**src/hw/rtl/assert_macros.svh**
```systemverilog
// Assertion macros shared by the RTL of the q-axis current block.
// Expects clk and arst_n in the scope of use; no other dependencies.
`ifndef ASSERT_MACROS_SVH
`define ASSERT_MACROS_SVH

// Clocked property, disabled while reset is asserted.
`define FOC_ASSERT(label, prop, msg) \
	label: assert property (@(posedge clk) disable iff (!arst_n) prop) \
		else $error(msg);

// Plain invariant that must hold at every edge.
`define FOC_ASSERT_ALWAYS(label, expr, msg) \
	`FOC_ASSERT(label, expr, msg)

`endif

```
**src/hw/rtl/foc_iq_pkg.sv**
```systemverilog
// Package for the q-axis current block: sizes, constants, microcode and CORDIC tables.
// Used by the channel interfaces, the CORDIC unit and the top level; no dependencies.
package foc_iq_pkg;

	// Build-time sizes
	localparam int CAL_SAMPLES   = 1000;
	localparam int ANGLE_BITS    = 12;
	localparam int ADC_BITS      = 12;

	// Field widths on the channels
	localparam int ADC_FIELD_W   = 12;
	localparam int ANGLE_FIELD_W = 12;
	localparam int SCALE_W       = 24;
	localparam int IQ_W          = 24;

	// Stored state
	localparam int SUM_W = 22;
	localparam int CNT_W = 10;
	localparam int OFF_W = 20;
	localparam logic [SCALE_W-1:0] SCALE_RESET = SCALE_W'(65536);

	// Fixed point
	localparam int FRAC_W      = 8;
	localparam int PROD_SHIFT  = 16;
	localparam int INV_SQRT3   = 37837;
	localparam int IQ_MAX      = 8388607;
	localparam int IQ_MIN      = -8388608;
	localparam int D_W = ((ADC_BITS + FRAC_W > OFF_W) ? ADC_BITS + FRAC_W : OFF_W) + 1;
	localparam int I_W = D_W + SCALE_W - PROD_SHIFT;
	localparam int T_W = I_W + 2;
	localparam int N_W = SUM_W + FRAC_W;

	// Offset = floor(n / CAL_SAMPLES) through a reciprocal and one correction
	localparam int DIV_SHIFT = N_W + $clog2(CAL_SAMPLES);
	localparam longint DIV_MULT = (longint'(1) << DIV_SHIFT) / CAL_SAMPLES;

	// Shared multiplier
	localparam int MUL_W = (T_W > 33) ? T_W : 33;
	localparam int P_W   = 2 * MUL_W;

	// CORDIC
	localparam int CORDIC_GAIN    = 39797;
	localparam int CORDIC_STEPS   = 14;
	localparam int CORDIC_PER_CYC = 2;
	localparam int CORDIC_CYC     = CORDIC_STEPS / CORDIC_PER_CYC;
	localparam int CIT_W          = $clog2(CORDIC_CYC);
	localparam int STEP_W         = $clog2(CORDIC_STEPS);
	localparam int ATAN_W         = 14;
	localparam int C_W            = 20;
	localparam int Z_W            = 18;

	typedef struct packed {
		logic                  busy;
		logic signed [C_W-1:0] sin_v;
		logic signed [C_W-1:0] cos_v;
	} cordic_res_t;

	// Microcode fields
	localparam int MOP_W = 3;
	localparam int ACT_W = 4;
	localparam int JMP_W = 2;
	localparam int PC_W  = 4;

	// Multiplier operand pairs
	localparam logic [MOP_W-1:0] MOP_NONE = 3'd0;
	localparam logic [MOP_W-1:0] MOP_DA   = 3'd1;
	localparam logic [MOP_W-1:0] MOP_DB   = 3'd2;
	localparam logic [MOP_W-1:0] MOP_T    = 3'd3;
	localparam logic [MOP_W-1:0] MOP_BC   = 3'd4;
	localparam logic [MOP_W-1:0] MOP_AS   = 3'd5;
	localparam logic [MOP_W-1:0] MOP_CA   = 3'd6;
	localparam logic [MOP_W-1:0] MOP_CB   = 3'd7;

	// Register load actions
	localparam logic [ACT_W-1:0] ACT_NONE   = 4'd0;
	localparam logic [ACT_W-1:0] ACT_IA     = 4'd1;
	localparam logic [ACT_W-1:0] ACT_T      = 4'd2;
	localparam logic [ACT_W-1:0] ACT_BETA   = 4'd3;
	localparam logic [ACT_W-1:0] ACT_ACC    = 4'd4;
	localparam logic [ACT_W-1:0] ACT_FIN    = 4'd5;
	localparam logic [ACT_W-1:0] ACT_CALSUM = 4'd6;
	localparam logic [ACT_W-1:0] ACT_OFFA   = 4'd7;
	localparam logic [ACT_W-1:0] ACT_OFFB   = 4'd8;
	localparam logic [ACT_W-1:0] ACT_CEND   = 4'd9;

	// Jump conditions
	localparam logic [JMP_W-1:0] J_NEXT  = 2'd0;
	localparam logic [JMP_W-1:0] J_CORD  = 2'd1;
	localparam logic [JMP_W-1:0] J_NFULL = 2'd2;

	// Program addresses
	localparam logic [PC_W-1:0] UC_NULL = 4'd0;
	localparam logic [PC_W-1:0] UC_MDA  = 4'd1;
	localparam logic [PC_W-1:0] UC_MDB  = 4'd2;
	localparam logic [PC_W-1:0] UC_SUM  = 4'd3;
	localparam logic [PC_W-1:0] UC_MT   = 4'd4;
	localparam logic [PC_W-1:0] UC_WAIT = 4'd5;
	localparam logic [PC_W-1:0] UC_MBC  = 4'd6;
	localparam logic [PC_W-1:0] UC_MAS  = 4'd7;
	localparam logic [PC_W-1:0] UC_FIN  = 4'd8;
	localparam logic [PC_W-1:0] UC_CACC = 4'd9;
	localparam logic [PC_W-1:0] UC_CMA  = 4'd10;
	localparam logic [PC_W-1:0] UC_CMB  = 4'd11;
	localparam logic [PC_W-1:0] UC_COFF = 4'd12;
	localparam logic [PC_W-1:0] UC_CEND = 4'd13;

	typedef struct packed {
		logic [MOP_W-1:0] mop;
		logic [ACT_W-1:0] act;
		logic [JMP_W-1:0] jmp;
		logic [PC_W-1:0]  tgt;
		logic             last;
	} uc_word_t;

	// Control store
	function automatic uc_word_t uc_rom(input logic [PC_W-1:0] addr);
		uc_word_t w;
		unique case (addr)
			UC_MDA:  w = '{MOP_DA,   ACT_NONE,   J_NEXT,  UC_NULL, 1'b0};
			UC_MDB:  w = '{MOP_DB,   ACT_IA,     J_NEXT,  UC_NULL, 1'b0};
			UC_SUM:  w = '{MOP_NONE, ACT_T,      J_NEXT,  UC_NULL, 1'b0};
			UC_MT:   w = '{MOP_T,    ACT_NONE,   J_NEXT,  UC_NULL, 1'b0};
			UC_WAIT: w = '{MOP_NONE, ACT_BETA,   J_CORD,  UC_WAIT, 1'b0};
			UC_MBC:  w = '{MOP_BC,   ACT_NONE,   J_NEXT,  UC_NULL, 1'b0};
			UC_MAS:  w = '{MOP_AS,   ACT_ACC,    J_NEXT,  UC_NULL, 1'b0};
			UC_FIN:  w = '{MOP_NONE, ACT_FIN,    J_NEXT,  UC_NULL, 1'b1};
			UC_CACC: w = '{MOP_NONE, ACT_CALSUM, J_NFULL, UC_CEND, 1'b0};
			UC_CMA:  w = '{MOP_CA,   ACT_NONE,   J_NEXT,  UC_NULL, 1'b0};
			UC_CMB:  w = '{MOP_CB,   ACT_OFFA,   J_NEXT,  UC_NULL, 1'b0};
			UC_COFF: w = '{MOP_NONE, ACT_OFFB,   J_NEXT,  UC_NULL, 1'b0};
			UC_CEND: w = '{MOP_NONE, ACT_CEND,   J_NEXT,  UC_NULL, 1'b1};
			default: w = '{MOP_NONE, ACT_NONE,   J_NEXT,  UC_NULL, 1'b1};
		endcase
		return w;
	endfunction

	// atan(2^-i) in 2^-16 turn units
	function automatic logic [ATAN_W-1:0] cordic_atan(input logic [STEP_W-1:0] i);
		logic [ATAN_W-1:0] a;
		unique case (i)
			4'd0:    a = 14'd8192;
			4'd1:    a = 14'd4836;
			4'd2:    a = 14'd2555;
			4'd3:    a = 14'd1297;
			4'd4:    a = 14'd651;
			4'd5:    a = 14'd326;
			4'd6:    a = 14'd163;
			4'd7:    a = 14'd81;
			4'd8:    a = 14'd41;
			4'd9:    a = 14'd20;
			4'd10:   a = 14'd10;
			4'd11:   a = 14'd5;
			4'd12:   a = 14'd3;
			4'd13:   a = 14'd1;
			default: a = '0;
		endcase
		return a;
	endfunction

endpackage

```
**src/hw/rtl/foc_iq_cordic.sv**
```systemverilog
// Iterative CORDIC giving sin and cos (Q1.16) of an electrical angle, two steps a cycle.
// Depends on foc_iq_pkg for sizes, the gain and the arctangent table.
module foc_iq_cordic (
	input  logic                              clk,
	input  logic                              arst_n,
	input  logic                              start,
	input  logic [foc_iq_pkg::ANGLE_BITS-1:0] angle,
	output foc_iq_pkg::cordic_res_t           res
);
	import foc_iq_pkg::*;

	localparam logic signed [Z_W-1:0] QUARTER = Z_W'(16384);
	localparam logic signed [Z_W-1:0] HALF    = Z_W'(32768);

	logic                  busy_q;
	logic [CIT_W-1:0]      it_q;
	logic                  fin;
	logic signed [C_W-1:0] x_q, y_q;
	logic signed [Z_W-1:0] z_q;
	logic                  flip_q;
	logic [15:0]           a16;
	logic signed [Z_W-1:0] z_raw, z_init;
	logic                  flip_init;
	logic signed [C_W-1:0] xs [CORDIC_PER_CYC+1];
	logic signed [C_W-1:0] ys [CORDIC_PER_CYC+1];
	logic signed [Z_W-1:0] zs [CORDIC_PER_CYC+1];
	logic [STEP_W-1:0]     idx [CORDIC_PER_CYC];

	// Widen to a 2^16 turn and fold into [-90, 90] degrees
	always_comb begin
		a16 = 16'(angle) << (16 - ANGLE_BITS);
		z_raw = Z_W'($signed(a16));
		flip_init = 1'b0;
		z_init = z_raw;
		if (z_raw > QUARTER) begin
			z_init = z_raw - HALF;
			flip_init = 1'b1;
		end else if (z_raw < -QUARTER) begin
			z_init = z_raw + HALF;
			flip_init = 1'b1;
		end
	end

	always_comb begin
		xs[0] = x_q;
		ys[0] = y_q;
		zs[0] = z_q;
		for (int j = 0; j < CORDIC_PER_CYC; j++) begin
			idx[j] = STEP_W'(int'(it_q) * CORDIC_PER_CYC + j);
			if (zs[j] >= 0) begin
				xs[j+1] = xs[j] - (ys[j] >>> idx[j]);
				ys[j+1] = ys[j] + (xs[j] >>> idx[j]);
				zs[j+1] = zs[j] - $signed(Z_W'(cordic_atan(idx[j])));
			end else begin
				xs[j+1] = xs[j] + (ys[j] >>> idx[j]);
				ys[j+1] = ys[j] - (xs[j] >>> idx[j]);
				zs[j+1] = zs[j] + $signed(Z_W'(cordic_atan(idx[j])));
			end
		end
	end

	assign fin = (it_q == CIT_W'(CORDIC_CYC - 1));

	always_ff @(posedge clk or negedge arst_n) begin
		if (!arst_n) begin
			busy_q <= 1'b0;
			it_q   <= '0;
		end else if (start) begin
			busy_q <= 1'b1;
			it_q   <= '0;
		end else if (busy_q) begin
			if (fin) begin
				busy_q <= 1'b0;
			end else begin
				it_q <= it_q + CIT_W'(1);
			end
		end
	end

	// Undo the half-turn fold on the last pass
	always_ff @(posedge clk) begin
		if (start) begin
			x_q    <= C_W'(CORDIC_GAIN);
			y_q    <= '0;
			z_q    <= z_init;
			flip_q <= flip_init;
		end else if (busy_q) begin
			x_q <= (fin && flip_q) ? -xs[CORDIC_PER_CYC] : xs[CORDIC_PER_CYC];
			y_q <= (fin && flip_q) ? -ys[CORDIC_PER_CYC] : ys[CORDIC_PER_CYC];
			z_q <= zs[CORDIC_PER_CYC];
		end
	end

	assign res.busy  = busy_q;
	assign res.sin_v = y_q;
	assign res.cos_v = x_q;

endmodule

```
**config.mk**
```make
export PLATFORM = sky130hd
export DESIGN_NAME = foc_iq_cordic
export DESIGN_NICKNAME = d
export VERILOG_FILES = /design/src/hw/rtl/assert_macros.svh /design/src/hw/rtl/foc_iq_pkg.sv /design/src/hw/rtl/foc_iq_cordic.sv
export SDC_FILE = /design/constraint.sdc
export NUM_CORES = 1
export LEC_CHECK = 0
export ABC_AREA = 1
export BUFFER_PORTS_ARGS = -buffer_cell sky130_fd_sc_hd__clkbuf_2
export CAP_MARGIN = 20
export CORE_UTILIZATION = 45
export CTS_BUF_LIST = sky130_fd_sc_hd__clkbuf_4
export DETAILED_ROUTE_END_ITERATION = 10
export GPL_ROUTABILITY_DRIVEN = 0
export SLEW_MARGIN = 10
export SYNTH_ARGS = -nofsm -noshare
export SYNTH_HDL_FRONTEND = slang
export SYNTH_SLANG_ARGS = --single-unit
```
**constraint.sdc**
```tcl
create_clock -name clk -period 10.1 [get_ports clk]
set_clock_uncertainty 0.1 [all_clocks]
set_input_delay 2.02 -clock clk [delete_from_list [all_inputs] [get_ports clk]]
set_output_delay 2.02 -clock clk [all_outputs]
set_load 0.02 [all_outputs]
```
# Word level (Yosys, flattened, before mapping)
# Memories as Yosys holds them, arrays and structs flattened.
# Index checks and enable logic that the tools add are counted.
[totals] regBits=63 rom_bits=896 latch_bits=0 in_bits=15 output_inout_bits=41 mem_count=4 word_cells=64 ramBits=0
[memory_table] memory="(no name shown)" depth=16 word_bits=14 read_ports=1 rd_clocked_by_memory_dff=0 write_ports=0 line="foc_iq_pkg.sv:140" text="unique case (i)"
[memory_table] memory="(no name shown)" depth=16 word_bits=14 read_ports=1 rd_clocked_by_memory_dff=0 write_ports=0 line="foc_iq_pkg.sv:140"
[memory_table] memory="(no name shown)" depth=16 word_bits=14 read_ports=1 rd_clocked_by_memory_dff=0 write_ports=0 line="foc_iq_pkg.sv:140"
[memory_table] memory="(no name shown)" depth=16 word_bits=14 read_ports=1 rd_clocked_by_memory_dff=0 write_ports=0 line="foc_iq_pkg.sv:140"
[classes] shifts=4 order_cmp=4 eq_ne=2 addsub=18 div_mod_pow=0 bitwise_logic=0 n_mux=23 reduce_logical=3 multipliers=0
[op_table] cell="$mux W20" count=6
[op_table] cell="$mux W18" count=6
[op_table] cell="$add A20 B20 Y20" count=4
[op_table] cell="$sshr A20 B4 Y20" count=4
[op_table] cell="$sub A20 B20 Y20" count=4
[op_table] cell="$mux W14" count=4
[op_table] cell="$neg A20 Y20" count=2
[op_table] cell="$add A18 B15 Y18" count=2
[op_table] cell="$ge A18 B1 Y1 const B" count=2
[op_table] cell="$sub A18 B15 Y18" count=2
[op_table] cell="$add A16 B17 Y18 const B" count=1
[op_table] cell="$sub A16 B17 Y18 const B" count=1
[op_table] cell="$gt A16 B16 Y1 const B" count=1
[op_table] cell="$lt A16 B15 Y1 const B" count=1
[op_table] cell="$mux W3" count=3
[op_table] cell="$add A4 B1 Y4 const B" count=1
[op_table] cell="$mux W1" count=4
[op_table] cell="$add A3 B1 Y3 const B" count=1
[op_table] cell="$eq A3 B3 Y1 const B" count=1
[op_table] cell="$ne A2 B2 Y1 const B" count=1
[op_table] cell="$reduce_and A2 Y1" count=1
[op_table] cell="$reduce_bool A2 Y1" count=1
[op_table] cell="$logic_and A1 B1 Y1" count=1

# Longest topological paths before layout
[logic_depth] depth_word=10 depth_mapped=62 depth_no_buf=59

# Worst setup path after synthesis
# OpenSTA, ideal clock, no wires.
[synth_timing] path_kind="reg-to-reg" start="register it_q[1]" end="register z_q[16], data pin" period_less_slack_ps=7971 path_stages_with_launch=53 t_arrival_ps=7618 n_path_buf=7 slack_ps=2129 t_required_ps=9747 setup_time_ps=253 path_cell_list="dfrtp_1 buf_6 inv_2 buf_6 buf_2 buf_1 buf_1 ha_1 nor2_1 nor3_1 ha_1 ha_1 inv_1 nand2_1 xnor2_1 ha_1 nand2_1 a21oi_1 [17 not listed] o31ai_1 inv_1 o21ai_0 inv_1 o21ai_0 inv_1 o21ai_0 inv_1 o21ai_0 inv_1 o21ai_0 inv_1 nor2_1 nor2_1 o21bai_1 nand2_1 nand3_1 nand2_1"
[synth_via] elab_chain_cells=8 elab_cells_between_ends=18 cone_classes="add/sub: 5; order compare: 1; mux: 8; memory: 4"
[synth_lines] element="start: declaration" line="foc_iq_cordic.sv:16" text="logic [CIT_W-1:0] it_q;"
[synth_lines] element="start signal: assignment" line="foc_iq_cordic.sv:75" text="it_q <= it_q + CIT_W'(1);"
[synth_lines] element="$mem_v2 Z16 W14"
[synth_lines] element="$mux W14" line="foc_iq_cordic.sv:50" text="if (zs[j] >= 0) begin"
[synth_lines] element="$add A18 B15 Y18 or $sub A18 B15 Y18 (tied branches)" line="foc_iq_cordic.sv:57, foc_iq_cordic.sv:53"
[synth_lines] element="$mux W18" line="foc_iq_cordic.sv:50"
[synth_lines] element="$add A18 B15 Y18 (tied with other cells)" line="foc_iq_cordic.sv:57" text="zs[j+1] = zs[j] + $signed(Z_W'(cordic_atan(idx[j])));"
[synth_lines] element="$mux W18 *" line="foc_iq_cordic.sv:50"
[synth_lines] element="$mux W18 *" line="foc_iq_cordic.sv:87" text="end else if (busy_q) begin"
[synth_lines] element="$mux W18 *" line="foc_iq_cordic.sv:82" text="if (start) begin"
[synth_lines] element="end signal: assignment" line="foc_iq_cordic.sv:85" text="z_q <= z_init;"
[synth_lines] element="end signal: assignment" line="foc_iq_cordic.sv:90" text="z_q <= zs[CORDIC_PER_CYC];"
[synth_lines] element="end: declaration" line="foc_iq_cordic.sv:19" text="logic signed [Z_W-1:0] z_q;"
# Every way passes the cells marked *; elsewhere a longest branch is shown, timed or not. The select of a mux whose other input is x is not followed.
# A chain may end at the register's enable or synchronous reset.

# Worst setup path in the final report
[layout_timing] start="register it_q[0]" end="register x_q[19]"
[layout_via] elab_chain_cells=8 elab_cells_between_ends=25 cone_classes="add/sub: 10; order compare: 1; eq/ne: 1; shift: 3; mux: 7; reduce/logical: 1; memory: 2"
[layout_lines] element="$sshr A20 B4 Y20 or $mem_v2 Z16 W14 (tied branches)"
[layout_lines] element="$sub A20 B20 Y20 (tied with other cells)" line="foc_iq_cordic.sv:56" text="ys[j+1] = ys[j] - (xs[j] >>> idx[j]);"
[layout_lines] element="$mux W20 (tied with other cells)" line="foc_iq_cordic.sv:50"
[layout_lines] element="$sshr A20 B4 Y20 or $mux W18 (tied branches)" line="foc_iq_cordic.sv:51, foc_iq_cordic.sv:55, foc_iq_cordic.sv:50"
[layout_lines] element="$add A20 B20 Y20 (tied with other cells)" line="foc_iq_cordic.sv:55" text="xs[j+1] = xs[j] + (ys[j] >>> idx[j]);"
[layout_lines] element="$mux W20" line="foc_iq_cordic.sv:50"
[layout_lines] element="$neg A20 Y20" line="foc_iq_cordic.sv:88" text="x_q <= (fin && flip_q) ? -xs[CORDIC_PER_CYC] : xs[CORDIC_PER_CYC];"
[layout_lines] element="$mux W20 *" line="foc_iq_cordic.sv:88"
[layout_lines] element="end signal: assignment" line="foc_iq_cordic.sv:83" text="x_q <= C_W'(CORDIC_GAIN);"
[layout_lines] element="end signal: assignment" line="foc_iq_cordic.sv:88"
[layout_lines] element="end: declaration" line="foc_iq_cordic.sv:18" text="logic signed [C_W-1:0] x_q, y_q;"
# Marks and branches as above.

==> results by group <==
Synthesis
  • Compound-gate portion of the synthesized area: about a fifth
  • Number of flops mapped to enable cells by yosys: 19
  • Mapped Cells: ~2300
  • Mapped Avg Cell Area: around 5.9 sq um
  • Synth Area in Adders: between 10% and 20%
  • Syn Std Cell Area: about 14000 sq um
  • Simple-gate share of the synthesized area: a little over a third
  • Ys flop type: dfxtp_1
  • Synth Register Bits: 63
  • Netlist cell types: between 60 and 70
  • XOR/XNOR Fraction of Synth Area: under 10%
  • Combinational family with the most area after synthesis: simple AND/OR/NAND/NOR gates
  • Mux cell area share after synthesis: less than 1%
  • Share of flip-flops with an asynchronous set or reset: ~6.3%
  • Sequential-to-total area share from yosys stat: a little over a tenth
  • Post-Syn Nets: between 2000 and 2500
  • YS warnings: 0

Route
  • DRC: 0
  • Routed wire length: 49400 microns
  • Vias per std cell: roughly 5.6
  • Drt initial violations: about 1500
  • Drt wl/cell: 18.46 microns
  • 1st-pass router iterations: 8
  • Total number of vias: 15090
  • ANT nets after route: 0

Placement
  • Number of port buffers: 55
  • Dpl ws: around 950 ps
  • Placed Cells: roughly 2700
  • Area post-placement: 13910 sq um
  • DP HPWL: roughly 40000 microns

Clock tree
  • Setup bufs post-CTS: 0
  • CTS Hold Bufs: 0
  • Worst-skew pair later-pin latency: 530 ps
  • Longest Clk Path Bufs: 2
  • Clk sink count: 63
  • Num CTS Buffers: 9
  • Clk root buf: clkbuf_4
  • Htree depth: 3
  • Post-CTS sizing: 0
  • CTS tree: done
  • CTS clk-pin slew, worst paths: ~180 ps

Critical path
  • Crit. End Element: flip-flop
  • CP Buf/Inv Count: 4
  • Reg2Reg Depth: 50
  • Reg2reg end: x_q[19]$_SDFFE_PP0P_
  • Crit Path Max Fanout: 37
  • Crit-path max cell delay: around 550 ps
  • Worst EP required: 10450 ps
  • Crit path DAT: between 9000 and 10000 ps
  • Slowest CP cell: inv_2
  • Top Family by Delay on Critical Path: simple AND/OR/NAND/NOR gates
  • Startpoint Class: flip-flop
  • R2r startpoint: it_q[0]$_DFFE_PN0P_
  • Critical path type: flip-flop to flip-flop
  • Cell seen most often among critical-path stages: nand2_1
  • R2R Setup Slk: around 890 ps

STA
  • Worst setup margin: 887.0 ps
  • Final Hold Vio Count: 0
  • Least-Margin Pin Slew: roughly 760 ps
  • Fin crit share: approximately nine tenths
  • Slew Limit Fails: 0
  • Max frequency: 0.1085 GHz
  • Final setup TNS: 0 ps
  • # setup viols final: 0
  • Fin crit period: between 9000 and 10000 ps
  • RSZ-0062 raised after global routing: no
  • Slew margin rel.: between 40% and 50%

Final layout
  • Synth-to-Final Area Change: 3.991%
  • Most common cell after layout, fill and taps aside: nand2_1
  • Final Non-Filler Cells: around 2700
  • Fin area: between 10000 and 15000 sq um
  • Layout cells sized above 1: approximately 8.4%
  • Nets: 2427
  • Most frequent cells in the layout: 624 x nand2_1, 279 x inv_1, 202 x nand3_1

Floorplanning
  • Die area: roughly 30000 sq um
  • Die Y: ~180 microns
  • # IOs: between 50 and 60
  • Initial Utilization: ~46%
  • Core area: between 20000 and 30000 sq um
  • Die Wd: 175.3 microns
  • # rows: between 60 and 70

Min path
  • Min-delay worst type: flip-flop to flip-flop
  • Hold Crit Endpoint: x_q[3]$_SDFFE_PP0P_
  • Hold depth: 2
  • Min-delay src: x_q[3]$_SDFFE_PP0P_

Global routing
  • Vias in the first global route: between 10000 and 15000
  • Total GRT Usage: about a third
  • Initial antenna violation count: 2
  • First-pass GRT wire length: 76480 microns
  • Largest net degree at the start of global routing: 51
  • Global route overflow: 0

Flow run
  • Max-cap violations: 0

Status
  • Outcome: finished, final reports clean
[kinds of logic (layout without fill, tap and decap cells)]
family                     Yosys count  count (layout)
and+or+nand+nor                   1102            1102
AOI/OAI and AO/OA                  446             446
buffers and inverters              385             391
xor gates and xnor gates           148             148
adders and majority gates          133             133
DFF                                 63              63
muxes                                1               1
other                                0               2
[flip-flops by register name, summed over array words and instances (netlist names)]
name,flops
x_q,20
y_q,20
z_q,18
it_q,3
busy_q,1
flip_q,1
[cell usage after synthesis (all sizes together) (23+ instances only)]
library cell / number / area, sq um
a21oi: 169 / 857.1
buf: 70 / 489.2
clkbuf: 25 / 93.84
dfxtp: 40 / 800.8
ha: 127 / 1589
inv: 289 / 1090
nand2: 637 / 2429
nand3: 218 / 1171
nand4: 23 / 143.9
nor2: 145 / 596.8
nor3: 43 / 226.5
o21ai: 191 / 997.2
or2: 23 / 146.4
xnor2: 41 / 359.1
xor2: 107 / 937.2
[worst min-delay path, stage by stage (launching register included)]
cell and delay, ps:
dfxtp_1 400, nand2_1 80, o21ai_0 70
[metal layers]
metal  up-vias  track usage, %  wire (microns)
met5         -               0               0
met4         0           12.14            1719
met3        94           4.740            3825
met2       600           54.84           23030
met1      6900           40.65           20820
li1       7497               -               -
[final cells by class]
type                    count  area [sq um]
fillers                  3248         15510
multi-input cells        1830         10360
flip-flops and latches     63          1475
inverters                 290          1094
repair buffers             85         511.7
well taps                 390         488.0
clock buffers               9         67.56
clock inverters             7         46.29
diodes                      2         5.005
[worst max-delay path by stage]
stage / cells after the start / slack [ps] / start / end
finish: 50 / 890 / it_q[0]$_DFFE_PN0P_ / x_q[19]$_SDFFE_PP0P_
global route: 49 / 120 / it_q[1]$_DFFE_PN0P_ / y_q[19]$_SDFFE_PP0P_
CTS: 49 / 930 / it_q[0]$_DFFE_PN0P_ / y_q[19]$_SDFFE_PP0P_
detailed placement: 49 / 950 / it_q[0]$_DFFE_PN0P_ / y_q[19]$_SDFFE_PP0P_
global placement: 47 / 1130 / it_q[0]$_DFFE_PN0P_ / y_q[18]$_SDFFE_PP0P_
floorplan: 52 / 2130 / it_q[1]$_DFFE_PN0P_ / z_q[16]$_DFFE_PP_
[per-stage QoR]
step	utilization, %	hold slack [ps]
floorplan	-	390.5
global placement	47.07	454.6
detailed placement	47.07	460.8
CTS	47.45	479.8
global route	47.53	511.6
finish	47.53	477.9
Power is not shown: default switching activity piles up to over one toggle a cycle in this logic, so the estimate is an artifact.
